**src/hw/rtl/hsv_color_key_mask_core_assert.svh**
```systemverilog
// Assertion macros shared by the HSV color key mask RTL.
`ifndef HSV_COLOR_KEY_MASK_CORE_ASSERT_SVH
`define HSV_COLOR_KEY_MASK_CORE_ASSERT_SVH

`ifndef SYNTHESIS
`define HCK_ASSERT_IMPLY(label, clk_sig, rst_sig, ante, cons) \
    label: assert property (@(posedge clk_sig) disable iff (!(rst_sig)) \
        (ante) |-> (cons)) else $error("hck assertion failed");
`define HCK_ASSERT_NEXT(label, clk_sig, rst_sig, ante, cons) \
    label: assert property (@(posedge clk_sig) disable iff (!(rst_sig)) \
        (ante) |=> (cons)) else $error("hck assertion failed");
`else
`define HCK_ASSERT_IMPLY(label, clk_sig, rst_sig, ante, cons)
`define HCK_ASSERT_NEXT(label, clk_sig, rst_sig, ante, cons)
`endif

`endif

```
**src/hw/rtl/hck_pkg.sv**
```systemverilog
// Types and constants of the HSV color key mask.
package hck_pkg;

    localparam int COMP_W     = 8;
    localparam int DIV_NUM_W  = 23;
    localparam int QUO_W      = 15;
    localparam int HUE_W      = 16;
    localparam int SAT_W      = 13;
    localparam int HUE_WIN_W  = 15;
    localparam int SAT_WIN_W  = 13;
    localparam int CFG_ADDR_W = 3;
    localparam int CFG_DATA_W = 15;

    localparam int DIV_STEPS_PER_STAGE = 4;
    localparam int PREP_STAGES         = 2;
    localparam int MATCH_STAGES        = 2;

    localparam logic [HUE_WIN_W-1:0] HUE_WIN_RESET = 15'd640;
    localparam logic [SAT_WIN_W-1:0] SAT_WIN_RESET = 13'd410;
    localparam logic [COMP_W-1:0]    MASK_HIT      = 8'hFF;
    localparam logic [COMP_W-1:0]    MASK_MISS     = 8'h00;

    typedef enum logic [CFG_ADDR_W-1:0] {
        REG_TARGET_RED   = 3'd0,
        REG_TARGET_GREEN = 3'd1,
        REG_TARGET_BLUE  = 3'd2,
        REG_HUE_WINDOW   = 3'd3,
        REG_SAT_WINDOW   = 3'd4
    } cfg_reg_t;

    typedef enum logic [1:0] {
        MAX_RED,
        MAX_GREEN,
        MAX_BLUE
    } max_sel_t;

    typedef struct packed {
        logic [COMP_W-1:0] pixel_red;
        logic [COMP_W-1:0] pixel_green;
        logic [COMP_W-1:0] pixel_blue;
        logic              last_in_frame;
    } pixel_t;

    typedef struct packed {
        logic [COMP_W-1:0] mask_value;
        logic              mask_last;
    } mask_t;

    typedef struct packed {
        logic [DIV_NUM_W-1:0] hue_num;
        logic [COMP_W-1:0]    hue_den;
        logic [DIV_NUM_W-1:0] sat_num;
        logic [COMP_W-1:0]    sat_den;
    } div_req_t;

    typedef struct packed {
        logic hue_neg;
        logic hue_zero;
        logic sat_zero;
    } hsv_flags_t;

endpackage

```
**src/hw/rtl/hck_prep.sv**
```systemverilog
// Front end: max, min and span of one color, then the hue and saturation dividends.
module hck_prep
    import hck_pkg::*;
(
    input  logic              clk,
    input  logic [COMP_W-1:0] red,
    input  logic [COMP_W-1:0] green,
    input  logic [COMP_W-1:0] blue,
    output div_req_t          req,
    output hsv_flags_t        flags
);

    logic [COMP_W-1:0] max_next;
    logic [COMP_W-1:0] min_next;
    logic [COMP_W-1:0] diff_next;
    max_sel_t          sel_next;

    logic [COMP_W-1:0] red_reg;
    logic [COMP_W-1:0] green_reg;
    logic [COMP_W-1:0] blue_reg;
    logic [COMP_W-1:0] max_reg;
    logic [COMP_W-1:0] diff_reg;
    max_sel_t          sel_reg;

    logic [11:0]       span;
    logic [11:0]       mag;
    div_req_t          req_next;
    hsv_flags_t        flags_next;
    div_req_t          req_reg;
    hsv_flags_t        flags_reg;

    always_comb
    begin
        max_next = red;
        if (green > max_next)
        begin
            max_next = green;
        end
        if (blue > max_next)
        begin
            max_next = blue;
        end
        min_next = red;
        if (green < min_next)
        begin
            min_next = green;
        end
        if (blue < min_next)
        begin
            min_next = blue;
        end
        diff_next = max_next - min_next;

        // Ties on the maximum go to red, then green, then blue.
        if (red == max_next)
        begin
            sel_next = MAX_RED;
        end
        else if (green == max_next)
        begin
            sel_next = MAX_GREEN;
        end
        else
        begin
            sel_next = MAX_BLUE;
        end
    end

    always_ff @(posedge clk)
    begin
        red_reg   <= red;
        green_reg <= green;
        blue_reg  <= blue;
        max_reg   <= max_next;
        diff_reg  <= diff_next;
        sel_reg   <= sel_next;
    end

    // The sector offsets of 120 and 240 degrees are folded into the dividend as
    // 2*d and 4*d, so only the red sector can give a negative hue.
    always_comb
    begin
        case (sel_reg)
            MAX_RED:
                span = {4'b0, green_reg} - {4'b0, blue_reg};
            MAX_GREEN:
                span = {4'b0, blue_reg} - {4'b0, red_reg} + {3'b0, diff_reg, 1'b0};
            MAX_BLUE:
                span = {4'b0, red_reg} - {4'b0, green_reg} + {2'b0, diff_reg, 2'b0};
            default:
                span = '0;
        endcase
        mag = span[11] ? 12'(-span) : span;

        // Multiply by 3840 as 4096 minus 256.
        req_next.hue_num = {mag[10:0], 12'b0} - {4'b0, mag[10:0], 8'b0};
        req_next.hue_den = diff_reg;
        req_next.sat_num = {3'b0, diff_reg, 12'b0};
        req_next.sat_den = max_reg;

        flags_next.hue_neg  = span[11];
        flags_next.hue_zero = (diff_reg == '0);
        flags_next.sat_zero = (max_reg == '0);
    end

    always_ff @(posedge clk)
    begin
        req_reg   <= req_next;
        flags_reg <= flags_next;
    end

    assign req   = req_reg;
    assign flags = flags_reg;

endmodule

```
**src/hw/rtl/hck_div.sv**
```systemverilog
// Pipelined restoring divider with an 8-bit divisor, several quotient bits per stage.
module hck_div
    import hck_pkg::*;
#(
    parameter int NUM_W = DIV_NUM_W,
    parameter int QW    = QUO_W,
    parameter int STEPS = DIV_STEPS_PER_STAGE
)
(
    input  logic              clk,
    input  logic [NUM_W-1:0]  num,
    input  logic [COMP_W-1:0] den,
    output logic [QW-1:0]     quo
);

    localparam int STAGES = (NUM_W + STEPS - 1) / STEPS;
    localparam int PAD_W  = STAGES * STEPS;

    logic [PAD_W-1:0]  n_in   [STAGES];
    logic [COMP_W-1:0] r_in   [STAGES];
    logic [QW-1:0]     q_in   [STAGES];
    logic [COMP_W-1:0] d_in   [STAGES];

    logic [PAD_W-1:0]  n_next [STAGES];
    logic [COMP_W-1:0] r_next [STAGES];
    logic [QW-1:0]     q_next [STAGES];

    logic [PAD_W-1:0]  n_reg  [STAGES];
    logic [COMP_W-1:0] r_reg  [STAGES];
    logic [QW-1:0]     q_reg  [STAGES];
    logic [COMP_W-1:0] d_reg  [STAGES];

    always_comb
    begin
        n_in[0] = PAD_W'(num);
        r_in[0] = '0;
        q_in[0] = '0;
        d_in[0] = den;
        for (int s = 1; s < STAGES; s++)
        begin
            n_in[s] = n_reg[s-1];
            r_in[s] = r_reg[s-1];
            q_in[s] = q_reg[s-1];
            d_in[s] = d_reg[s-1];
        end
    end

    // The partial remainder stays below the divisor, so a 9-bit trial suffices.
    always_comb
    begin
        logic [PAD_W-1:0]  n;
        logic [COMP_W-1:0] r;
        logic [QW-1:0]     q;
        logic [COMP_W:0]   trial;
        for (int s = 0; s < STAGES; s++)
        begin
            n = n_in[s];
            r = r_in[s];
            q = q_in[s];
            for (int k = 0; k < STEPS; k++)
            begin
                trial = {r, n[PAD_W-1]};
                n     = {n[PAD_W-2:0], 1'b0};
                if (trial >= {1'b0, d_in[s]})
                begin
                    r = COMP_W'(trial - {1'b0, d_in[s]});
                    q = QW'({q, 1'b1});
                end
                else
                begin
                    r = trial[COMP_W-1:0];
                    q = QW'({q, 1'b0});
                end
            end
            n_next[s] = n;
            r_next[s] = r;
            q_next[s] = q;
        end
    end

    always_ff @(posedge clk)
    begin
        for (int s = 0; s < STAGES; s++)
        begin
            n_reg[s] <= n_next[s];
            r_reg[s] <= r_next[s];
            q_reg[s] <= q_next[s];
            d_reg[s] <= d_in[s];
        end
    end

    assign quo = q_reg[STAGES-1];

endmodule

```
**src/hw/rtl/hck_match.sv**
```systemverilog
// Back end: signed hue and saturation for pixel and target, then the window compare.
module hck_match
    import hck_pkg::*;
(
    input  logic                 clk,
    input  logic [QUO_W-1:0]     pix_hue_q,
    input  logic [QUO_W-1:0]     pix_sat_q,
    input  hsv_flags_t           pix_flags,
    input  logic [QUO_W-1:0]     tgt_hue_q,
    input  logic [QUO_W-1:0]     tgt_sat_q,
    input  hsv_flags_t           tgt_flags,
    input  logic [HUE_WIN_W-1:0] hue_window,
    input  logic [SAT_WIN_W-1:0] sat_window,
    output logic                 hit
);

    function automatic logic [HUE_W-1:0] fmt_hue(input logic [QUO_W-1:0] q,
                                                 input hsv_flags_t f);
        logic [HUE_W-1:0] mag;
        mag = {1'b0, q};
        if (f.hue_zero)
        begin
            return '0;
        end
        return f.hue_neg ? HUE_W'(-mag) : mag;
    endfunction

    function automatic logic [SAT_W-1:0] fmt_sat(input logic [QUO_W-1:0] q,
                                                 input hsv_flags_t f);
        return f.sat_zero ? '0 : q[SAT_W-1:0];
    endfunction

    logic signed [HUE_W-1:0] pix_hue_reg;
    logic signed [HUE_W-1:0] tgt_hue_reg;
    logic [SAT_W-1:0]        pix_sat_reg;
    logic [SAT_W-1:0]        tgt_sat_reg;

    logic signed [17:0]      hue_lo;
    logic signed [17:0]      hue_hi;
    logic signed [17:0]      hue_pix;
    logic signed [14:0]      sat_lo;
    logic signed [14:0]      sat_hi;
    logic signed [14:0]      sat_pix;
    logic                    hit_next;
    logic                    hit_reg;

    always_ff @(posedge clk)
    begin
        pix_hue_reg <= fmt_hue(pix_hue_q, pix_flags);
        tgt_hue_reg <= fmt_hue(tgt_hue_q, tgt_flags);
        pix_sat_reg <= fmt_sat(pix_sat_q, pix_flags);
        tgt_sat_reg <= fmt_sat(tgt_sat_q, tgt_flags);
    end

    always_comb
    begin
        hue_pix  = 18'(pix_hue_reg);
        hue_lo   = 18'(tgt_hue_reg) - 18'(hue_window);
        hue_hi   = 18'(tgt_hue_reg) + 18'(hue_window);
        sat_pix  = 15'(pix_sat_reg);
        sat_lo   = 15'(tgt_sat_reg) - 15'(sat_window);
        sat_hi   = 15'(tgt_sat_reg) + 15'(sat_window);
        // Both bounds are open, so a zero window never matches.
        hit_next = (hue_lo < hue_pix) && (hue_pix < hue_hi) &&
                   (sat_lo < sat_pix) && (sat_pix < sat_hi);
    end

    always_ff @(posedge clk)
    begin
        hit_reg <= hit_next;
    end

    assign hit = hit_reg;

endmodule

```
**src/hw/rtl/hsv_color_key_mask_core.sv**
```systemverilog
// Top level of the HSV color key mask: configuration registers, lanes and timing.
//
// The core takes one RGB pixel in every clock cycle (busy never rises) and
// returns its 8-bit key mask, 255 or 0, with the frame-end flag, registered
// through the prep, divider and match stages (four quotient bits per divider
// stage by default). The restoring dividers form the pixel and target hue and
// saturation in parallel. Each result is on mask for the single cycle in which
// mask_valid is high; the receiver cannot stall the core and must take every
// transfer. A write to the target color, which takes effect for pixels started
// after it, or to a window, which also reaches pixels in flight, is to be made
// by the user only while no pixel is in flight; the core does not enforce this.
`include "hsv_color_key_mask_core_assert.svh"

module hsv_color_key_mask_core
    import hck_pkg::*;
#(
    parameter int STEPS_PER_STAGE = DIV_STEPS_PER_STAGE
)
(
    input  logic                  clk,
    input  logic                  rst_n,
    input  logic                  cfg_write,
    input  logic [CFG_ADDR_W-1:0] cfg_addr,
    input  logic [CFG_DATA_W-1:0] cfg_data,
    input  logic                  start,
    input  pixel_t                pixel,
    output logic                  busy,
    output logic                  mask_valid,
    output mask_t                 mask
);

    localparam int DIV_STAGES = (DIV_NUM_W + STEPS_PER_STAGE - 1) / STEPS_PER_STAGE;
    localparam int LATENCY    = PREP_STAGES + DIV_STAGES + MATCH_STAGES;

    logic [COMP_W-1:0]    target_red_reg;
    logic [COMP_W-1:0]    target_green_reg;
    logic [COMP_W-1:0]    target_blue_reg;
    logic [HUE_WIN_W-1:0] hue_window_reg;
    logic [SAT_WIN_W-1:0] sat_window_reg;

    logic                 accept;
    logic                 valid_reg [LATENCY];
    logic                 last_reg  [LATENCY];

    div_req_t             pix_req;
    div_req_t             tgt_req;
    hsv_flags_t           pix_flags;
    hsv_flags_t           tgt_flags;
    hsv_flags_t           pix_flags_reg [DIV_STAGES];
    hsv_flags_t           tgt_flags_reg [DIV_STAGES];

    logic [QUO_W-1:0]     pix_hue_q;
    logic [QUO_W-1:0]     pix_sat_q;
    logic [QUO_W-1:0]     tgt_hue_q;
    logic [QUO_W-1:0]     tgt_sat_q;
    logic                 hit;

    always_ff @(posedge clk or negedge rst_n)
    begin
        if (!rst_n)
        begin
            target_red_reg   <= '0;
            target_green_reg <= '0;
            target_blue_reg  <= '0;
            hue_window_reg   <= HUE_WIN_RESET;
            sat_window_reg   <= SAT_WIN_RESET;
        end
        else if (cfg_write)
        begin
            case (cfg_addr)
                REG_TARGET_RED:   target_red_reg   <= cfg_data[COMP_W-1:0];
                REG_TARGET_GREEN: target_green_reg <= cfg_data[COMP_W-1:0];
                REG_TARGET_BLUE:  target_blue_reg  <= cfg_data[COMP_W-1:0];
                REG_HUE_WINDOW:   hue_window_reg   <= cfg_data[HUE_WIN_W-1:0];
                REG_SAT_WINDOW:   sat_window_reg   <= cfg_data[SAT_WIN_W-1:0];
                default:          ;
            endcase
        end
    end

    assign busy   = 1'b0;
    assign accept = start && !busy;

    always_ff @(posedge clk or negedge rst_n)
    begin
        if (!rst_n)
        begin
            for (int i = 0; i < LATENCY; i++)
            begin
                valid_reg[i] <= 1'b0;
            end
        end
        else
        begin
            valid_reg[0] <= accept;
            for (int i = 1; i < LATENCY; i++)
            begin
                valid_reg[i] <= valid_reg[i-1];
            end
        end
    end

    always_ff @(posedge clk)
    begin
        last_reg[0] <= pixel.last_in_frame;
        for (int i = 1; i < LATENCY; i++)
        begin
            last_reg[i] <= last_reg[i-1];
        end
        pix_flags_reg[0] <= pix_flags;
        tgt_flags_reg[0] <= tgt_flags;
        for (int i = 1; i < DIV_STAGES; i++)
        begin
            pix_flags_reg[i] <= pix_flags_reg[i-1];
            tgt_flags_reg[i] <= tgt_flags_reg[i-1];
        end
    end

    // The target runs through its own lane beside every pixel, so a new key
    // color is ready for the first pixel that follows the write.
    hck_prep u_pix_prep (
        .clk   (clk),
        .red   (pixel.pixel_red),
        .green (pixel.pixel_green),
        .blue  (pixel.pixel_blue),
        .req   (pix_req),
        .flags (pix_flags)
    );

    hck_prep u_tgt_prep (
        .clk   (clk),
        .red   (target_red_reg),
        .green (target_green_reg),
        .blue  (target_blue_reg),
        .req   (tgt_req),
        .flags (tgt_flags)
    );

    hck_div #(.NUM_W(DIV_NUM_W), .QW(QUO_W), .STEPS(STEPS_PER_STAGE)) u_pix_hue_div (
        .clk (clk),
        .num (pix_req.hue_num),
        .den (pix_req.hue_den),
        .quo (pix_hue_q)
    );

    hck_div #(.NUM_W(DIV_NUM_W), .QW(QUO_W), .STEPS(STEPS_PER_STAGE)) u_pix_sat_div (
        .clk (clk),
        .num (pix_req.sat_num),
        .den (pix_req.sat_den),
        .quo (pix_sat_q)
    );

    hck_div #(.NUM_W(DIV_NUM_W), .QW(QUO_W), .STEPS(STEPS_PER_STAGE)) u_tgt_hue_div (
        .clk (clk),
        .num (tgt_req.hue_num),
        .den (tgt_req.hue_den),
        .quo (tgt_hue_q)
    );

    hck_div #(.NUM_W(DIV_NUM_W), .QW(QUO_W), .STEPS(STEPS_PER_STAGE)) u_tgt_sat_div (
        .clk (clk),
        .num (tgt_req.sat_num),
        .den (tgt_req.sat_den),
        .quo (tgt_sat_q)
    );

    hck_match u_match (
        .clk        (clk),
        .pix_hue_q  (pix_hue_q),
        .pix_sat_q  (pix_sat_q),
        .pix_flags  (pix_flags_reg[DIV_STAGES-1]),
        .tgt_hue_q  (tgt_hue_q),
        .tgt_sat_q  (tgt_sat_q),
        .tgt_flags  (tgt_flags_reg[DIV_STAGES-1]),
        .hue_window (hue_window_reg),
        .sat_window (sat_window_reg),
        .hit        (hit)
    );

    assign mask_valid      = valid_reg[LATENCY-1];
    assign mask.mask_value = hit ? MASK_HIT : MASK_MISS;
    assign mask.mask_last  = last_reg[LATENCY-1];

    `HCK_ASSERT_IMPLY(a_transfer_returns, clk, rst_n, accept, ##LATENCY mask_valid)
    `HCK_ASSERT_IMPLY(a_no_spurious_result, clk, rst_n, mask_valid,
        $past(accept, LATENCY))
    `HCK_ASSERT_NEXT(a_zero_hue_window_misses, clk, rst_n,
        valid_reg[LATENCY-2] && (hue_window_reg == '0), mask.mask_value == MASK_MISS)
    `HCK_ASSERT_NEXT(a_zero_sat_window_misses, clk, rst_n,
        valid_reg[LATENCY-2] && (sat_window_reg == '0), mask.mask_value == MASK_MISS)

endmodule
```
**config.mk**
```make
export PLATFORM = sky130hd
export DESIGN_NAME = hsv_color_key_mask_core
export DESIGN_NICKNAME = d
export VERILOG_FILES = /design/src/hw/rtl/hck_pkg.sv /design/src/hw/rtl/hck_prep.sv /design/src/hw/rtl/hck_div.sv /design/src/hw/rtl/hck_match.sv /design/src/hw/rtl/hsv_color_key_mask_core.sv
export VERILOG_INCLUDE_DIRS = /design/src /design/src/hw/rtl
export SDC_FILE = /design/constraint.sdc
export NUM_CORES = 2
export LEC_CHECK = 0
export BUFFER_PORTS_ARGS = -buffer_cell sky130_fd_sc_hd__buf_4
export CORE_MARGIN = 1.5
export CORE_UTILIZATION = 40
export DETAILED_ROUTE_END_ITERATION = 8
export PLACE_DENSITY_LB_ADDON = 0.05
export SYNTH_ARGS = -nofsm -noshare
export SYNTH_HDL_FRONTEND = slang
export SYNTH_SLANG_ARGS = --single-unit
```
**constraint.sdc**
```tcl
create_clock -name clk -period 9.26 [get_ports clk]
set_input_delay 2.778 -clock clk [delete_from_list [all_inputs] [get_ports clk]]
set_output_delay 2.778 -clock clk [all_outputs]
set_load 0.01 [all_outputs]
```
; ---- Word-level counts from Yosys, hierarchy flattened
; Memories as Yosys holds them, arrays and structs flattened. A register that Yosys moved wholly into a read port is not among the register bits.
; Index checks and enable logic that the tools add are counted.
[classes]
n_addsub = 118
order_cmp = 108
n_eq_ne = 12
mux = 215
n_reduce_logical = 15
[ops]
columns = cell, n
row1 = two-way mux 8 bit, 105
row2 = greater-or-equal comparator 9 x 8 -> 1 bit, 92
row3 = subtractor 8 bit, 94
row4 = two-way mux 1 bit, 98
row5 = two-way mux 16 bit, 6
row6 = case mux 12 bit (3 select lines), 2
row7 = subtractor 8 x 8 -> 9 bit, 6
row8 = subtractor 23 x 19 -> 23 bit, 2
row9 = equality test 8 bit, 4
row10 = greater-or-equal comparator 1 x 8 -> 1 bit (first input constant), 4
row11 = greater-than comparator 8 bit, 4
row12 = logical NOT 8 bit, 4
row13 = < comparator 8 bit, 4
row14 = negation 15 -> 16 bit, 2
row15 = subtractor 1 x 8 -> 8 bit (first input constant), 4
row16 = adder 12 x 10 -> 12 bit, 2
row17 = adder 12 x 9 -> 12 bit, 2
row18 = two-way mux 11 bit, 2
row19 = negation 11 bit, 2
row20 = adder 16 x 16 -> 17 bit, 1
row21 = < comparator 16 x 17 -> 1 bit, 1
row22 = < comparator 17 x 16 -> 1 bit, 1
row23 = subtractor 16 x 16 -> 17 bit, 1
row24 = < comparator 14 x 15 -> 1 bit, 1
row25 = 13 further kinds, 24
[word_totals]
regBits = 263
ram_bits = 1270
in_bits = 47
output_inout_bits = 11
elab_cells = 529
n_memories = 19
[mem_list]
columns = name, words, word_bits, read_ports, rd_ports_with_merged_regs, wr, line_no
row1 = u_pix_hue_div.n_reg, 6, 20, 5, 0, 6, hck_div.sv:28  ; logic [PAD_W-1:0] n_reg [STAGES];
row2 = u_pix_sat_div.n_reg, 6, 20, 5, 0, 6, hck_div.sv:28
row3 = u_tgt_hue_div.n_reg, 6, 20, 5, 0, 6, hck_div.sv:28
row4 = u_tgt_sat_div.n_reg, 6, 20, 5, 0, 6, hck_div.sv:28
row5 = u_pix_hue_div.q_reg, 6, 15, 6, 0, 6, hck_div.sv:30  ; logic [QW-1:0] q_reg [STAGES];
row6 = u_pix_sat_div.q_reg, 6, 15, 6, 1, 6, hck_div.sv:30
row7 = +13 memories, -, -, -, -, -, -

; ---- Longest topological paths before layout
; An unclocked memory read counts as a cell.
[depth]
ltp_word = 9
ltp_mapped = 44
ltp_nobuf = 42

; ---- Modules after synthesis
; A second synthesis with hierarchy kept.
[hier_totals]
cells_unflattened = 8154
area_unflattened_um2 = 73984.7
[modules_own_cells]
columns = mod, n_inst, cells_per_inst, area_per_inst_um2, seq_area_each_um2
row1 = hck_div (u_pix_sat_div ...), 2, 1419, 12986.2, 3523.4
row2 = hck_div (u_pix_hue_div), 1, 1491, 13208.9, 3523.4
row3 = hck_div (u_tgt_hue_div), 1, 1470, 13177.6, 3523.4
row4 = hck_prep (u_pix_prep), 1, 717, 6298.5, 1521.5
row5 = hck_prep (u_tgt_prep), 1, 709, 6098.3, 1521.5
row6 = hck_match, 1, 749, 5973.2, 1181.1
row7 = hsv_color_key_mask_core, 1, 180, 3255.6, 2481.1

; ---- Worst setup path after synthesis
; No wires, ideal clock.
[synth_path]
kind = register -> register
from = memory u_pix_sat_div.d_reg[1][1]
to = memory u_pix_sat_div.r_reg[2][1]
setup_time_ns = 0.121
arrival_ns = 9.138
required_ns = 9.139
path_slack_ns = 0.001
path_stages_with_launch = 43
n_path_buf = 2
period_less_slack_ns = 9.259
cell_sequence = dfxtp_1 inv_1 ha_1 nor2b_1 o21ai_2 a21boi_2 o31a_2 o21ai_1 a41o_1 buf_2 mux2_2 inv_1 ha_1 nor2b_1 o21ai_0 a21oi_1 o31a_1 o31a_1 [7 not listed] o21ai_0 a21boi_0 o21ai_0 nand2_1 a31oi_1 a21boi_0 a2111oi_4 mux2i_1 ha_1 a21o_1 a21o_1 a21o_1 a21o_1 a31o_2 o21a_1 a2111oi_0 mux2i_2 mux2_2
[synth_rtl]
columns = element, line_no
row1 = from (decl), hck_div.sv:31  ; logic [COMP_W-1:0] d_reg [STAGES];
row2 = to (decl), hck_div.sv:29  ; logic [COMP_W-1:0] r_reg [STAGES];

==> results_dict.tcl <==
set metrics [dict create \
    overflow 0 \
    synth-seq-cells 815 \
    netlist_instances 7681 \
    synth_common_cells "ha_1 (982), inv_1 (797), dfxtp_1 (753), nor2_1 (632), o21ai_0 (483)" \
    critPathMaxFanout 10 \
    finalCriticalPeriod_ns 8.74 \
    cts-root-buf "clkbuf_16" \
    postSynth.asyncResetShare_pct 7.61 \
    slowest_delay_ns 0.48 \
    fmax_ghz 0.114 \
    crit_required_ns 9.84 \
    path_class "reg2reg" \
    dp_hpwl_mm 141 \
    avgSynthCellArea_um2 8.64 \
    crit_family "compound AO/OA/AOI/OAI gates" \
    drive_above_1_share_pct 12.5 \
    antenna_found_initial 13 \
    finalClockSkew_ns 0.0256 \
    critPathSlowestCell "dfxtp_1" \
    cts_tree "done" \
    clkTransAtPathRegs_ns 0.06 \
    antenna_left 0 \
    drtIter0Drc 2703 \
    crit_buf_inv 3 \
    drv_slew 0 \
    fin_area_mm2 0.0743 \
    crit_top_cell "o21ai_0" \
    ys.warnings.count 0 \
    start_kind "flop" \
    synth_flop_cell "dfxtp_1" \
    die_area_mm2 0.168 \
    dpl_cell_area_mm2 0.0703 \
    dieWidth_um 410 \
    synth_seq_area_share_pct 25.1 \
    core_mm2 0.165 \
    synthTopCellsByArea "dfxtp_1 (23%), ha_1 (19%), mux2_2 (6.7%), xnor2_1 (4.7%), inv_1 (4.5%)" \
    hold_viol_final 0 \
    fin_tns_setup_ns 0 \
    nets 9022 \
    first_global_vias 53100 \
    cp.arrival_ns 9.32 \
    min_path_type "reg2reg" \
    synth_most_common_cell "ha_1" \
    cts_max_level 3 \
    place.gp.congestion 0.860 \
    tightestPinTransition_ns 1.09 \
    placed_cells 9981 \
    layout.cells.non_filler 10200 \
    die_y_um 410 \
    grt_pass1_wl_mm 280 \
    synth_top_area_share_pct 22.7 \
    area_delta_synth_final_pct 11.9 \
    wl_per_cell_um 16.9 \
    drc 0 \
    cts_buffers 99 \
    synth_edf_count 0 \
    netlist_area_mm2 0.0664 \
    synth_top_cell_by_area "dfxtp_1" \
    clock_path_buffers 3 \
    grt_usage_pct 20.2 \
    grt_max_degree 44 \
    drv_cap 0 \
    insertion_delay_ns 0.71 \
    vias 53400 \
    ctsHoldBuffers 0 \
    pin_count 58 \
    cp-end-kind "flop" \
    cts_sinks 815 \
    finalSetupViolCount 0 \
    wirelength_mm 172 \
    portBuffers 56 \
    drt_pass1_iterations 5 \
    nFillCells 16200 \
    rows 149 \
    fin_crit_sh_pct 94.4 \
    slew_headroom_pct 27.5 \
    via_per_inst 5.24 \
    synth_cell_types 103 \
    status "finished, final reports clean" \
    start_util_pct 40.3 \
]
[path summary, 6_finish.rpt]
path | start | to | slack (ns) | depth (start not counted)
worst max-delay path | u_tgt_sat_div.d_reg[2][3]$_DFF_P_ | u_tgt_sat_div.r_reg[3][5]$_DFF_P_ | 0.52 | 33
worst min-delay path | u_pix_hue_div.n_reg[0][8]$_DFF_P_ | u_pix_hue_div.n_reg[1][12]$_DFF_P_ | 0.32 | 0
worst max register to register | u_tgt_sat_div.d_reg[2][3]$_DFF_P_ | u_tgt_sat_div.r_reg[3][5]$_DFF_P_ | 0.52 | 33
worst min register to register | u_pix_hue_div.n_reg[0][8]$_DFF_P_ | u_pix_hue_div.n_reg[1][12]$_DFF_P_ | 0.32 | 0
max in group asynchronous | rst_n | hue_window_reg[4]$_DFFE_PN0P_ | 6.33 | 2
min in group asynchronous | rst_n | target_blue_reg[6]$_DFFE_PN0P_ | 1.93 | 1
[per-stage QoR]
stage | hold WS, ns | utilization, % | setup WS, ns
after floorplan | 0.310 | - | 0.00136
after global placement | 0.311 | 42.6 | 0.0849
after detailed placement | 0.312 | 42.6 | -0.0595
after CTS | 0.317 | 44.7 | 0.0208
after global routing | 0.324 | 45.1 | -0.0459
final | 0.318 | 45.1 | 0.516
[cell families after synthesis]
group	share of synthesized area, %
DFF	25.1
muxes	8.45
buffers and inverters	5.24
xor gates and xnor gates	7.32
other	0.00565
adders and majority gates	20.7
AOI/OAI and AO/OA	19.0
and+or+nand+nor	14.2
[per-layer routing]
layer	wire length (um)	vias up	global-route usage [%]
met5	0	-	0
met4	3250	0	4.20
met3	4560	201	1.95
met2	77600	633	33.3
met1	87100	24800	28.4
li1	-	27800	-
[final cells by class]
type                            count  area, um^2  area share (%)
Antenna cell                        3        7.51          0.0101
Clock buffer                      129        2710            3.65
Clock inverter                     56         729           0.982
Inverter                          804        3020            4.06
Multi-Input combinational cell   5967       46700            62.8
Sequential cell                   815       16600            22.4
Tap cell                         2189        2740            3.69
Timing Repair Buffer              234        1800            2.42
[repair_timing]
action | in CTS | in global routing
gates cloned | 0 | 2
endpoints found under the setup margin | 9 | 146
resized for setup | 2 | 134
pin swaps | 0 | 11
setup buffers | 0 | 26
[cell usage in the layout, fill, tap and decap left out, types with 86 or more instances in the layout]
| cell | Yosys | layout |
|---|---|---|
| nand3_1 | 118 | 118 |
| xor2_1 | 201 | 201 |
| a21o_1 | 184 | 184 |
| nor2_1 | 632 | 627 |
| a21boi_0 | 100 | 93 |
| dfxtp_1 | 753 | 743 |
| nor2b_1 | 180 | 180 |
| mux2i_1 | 100 | 93 |
| nor3_1 | 117 | 113 |
| nand2_1 | 335 | 334 |
| ha_1 | 982 | 982 |
| xnor2_1 | 354 | 354 |
| o21ai_0 | 483 | 437 |
| mux2_2 | 392 | 392 |
| o21a_1 | 141 | 141 |
| nand4_1 | 86 | 86 |
| clkbuf_16 | 0 | 99 |
| inv_1 | 797 | 796 |
| a21oi_1 | 475 | 466 |
| buf_4 | 10 | 230 |
| nand2b_1 | 107 | 107 |
Power is not shown: default switching activity piles up to over one toggle a cycle in this logic, so the estimate is an artifact.
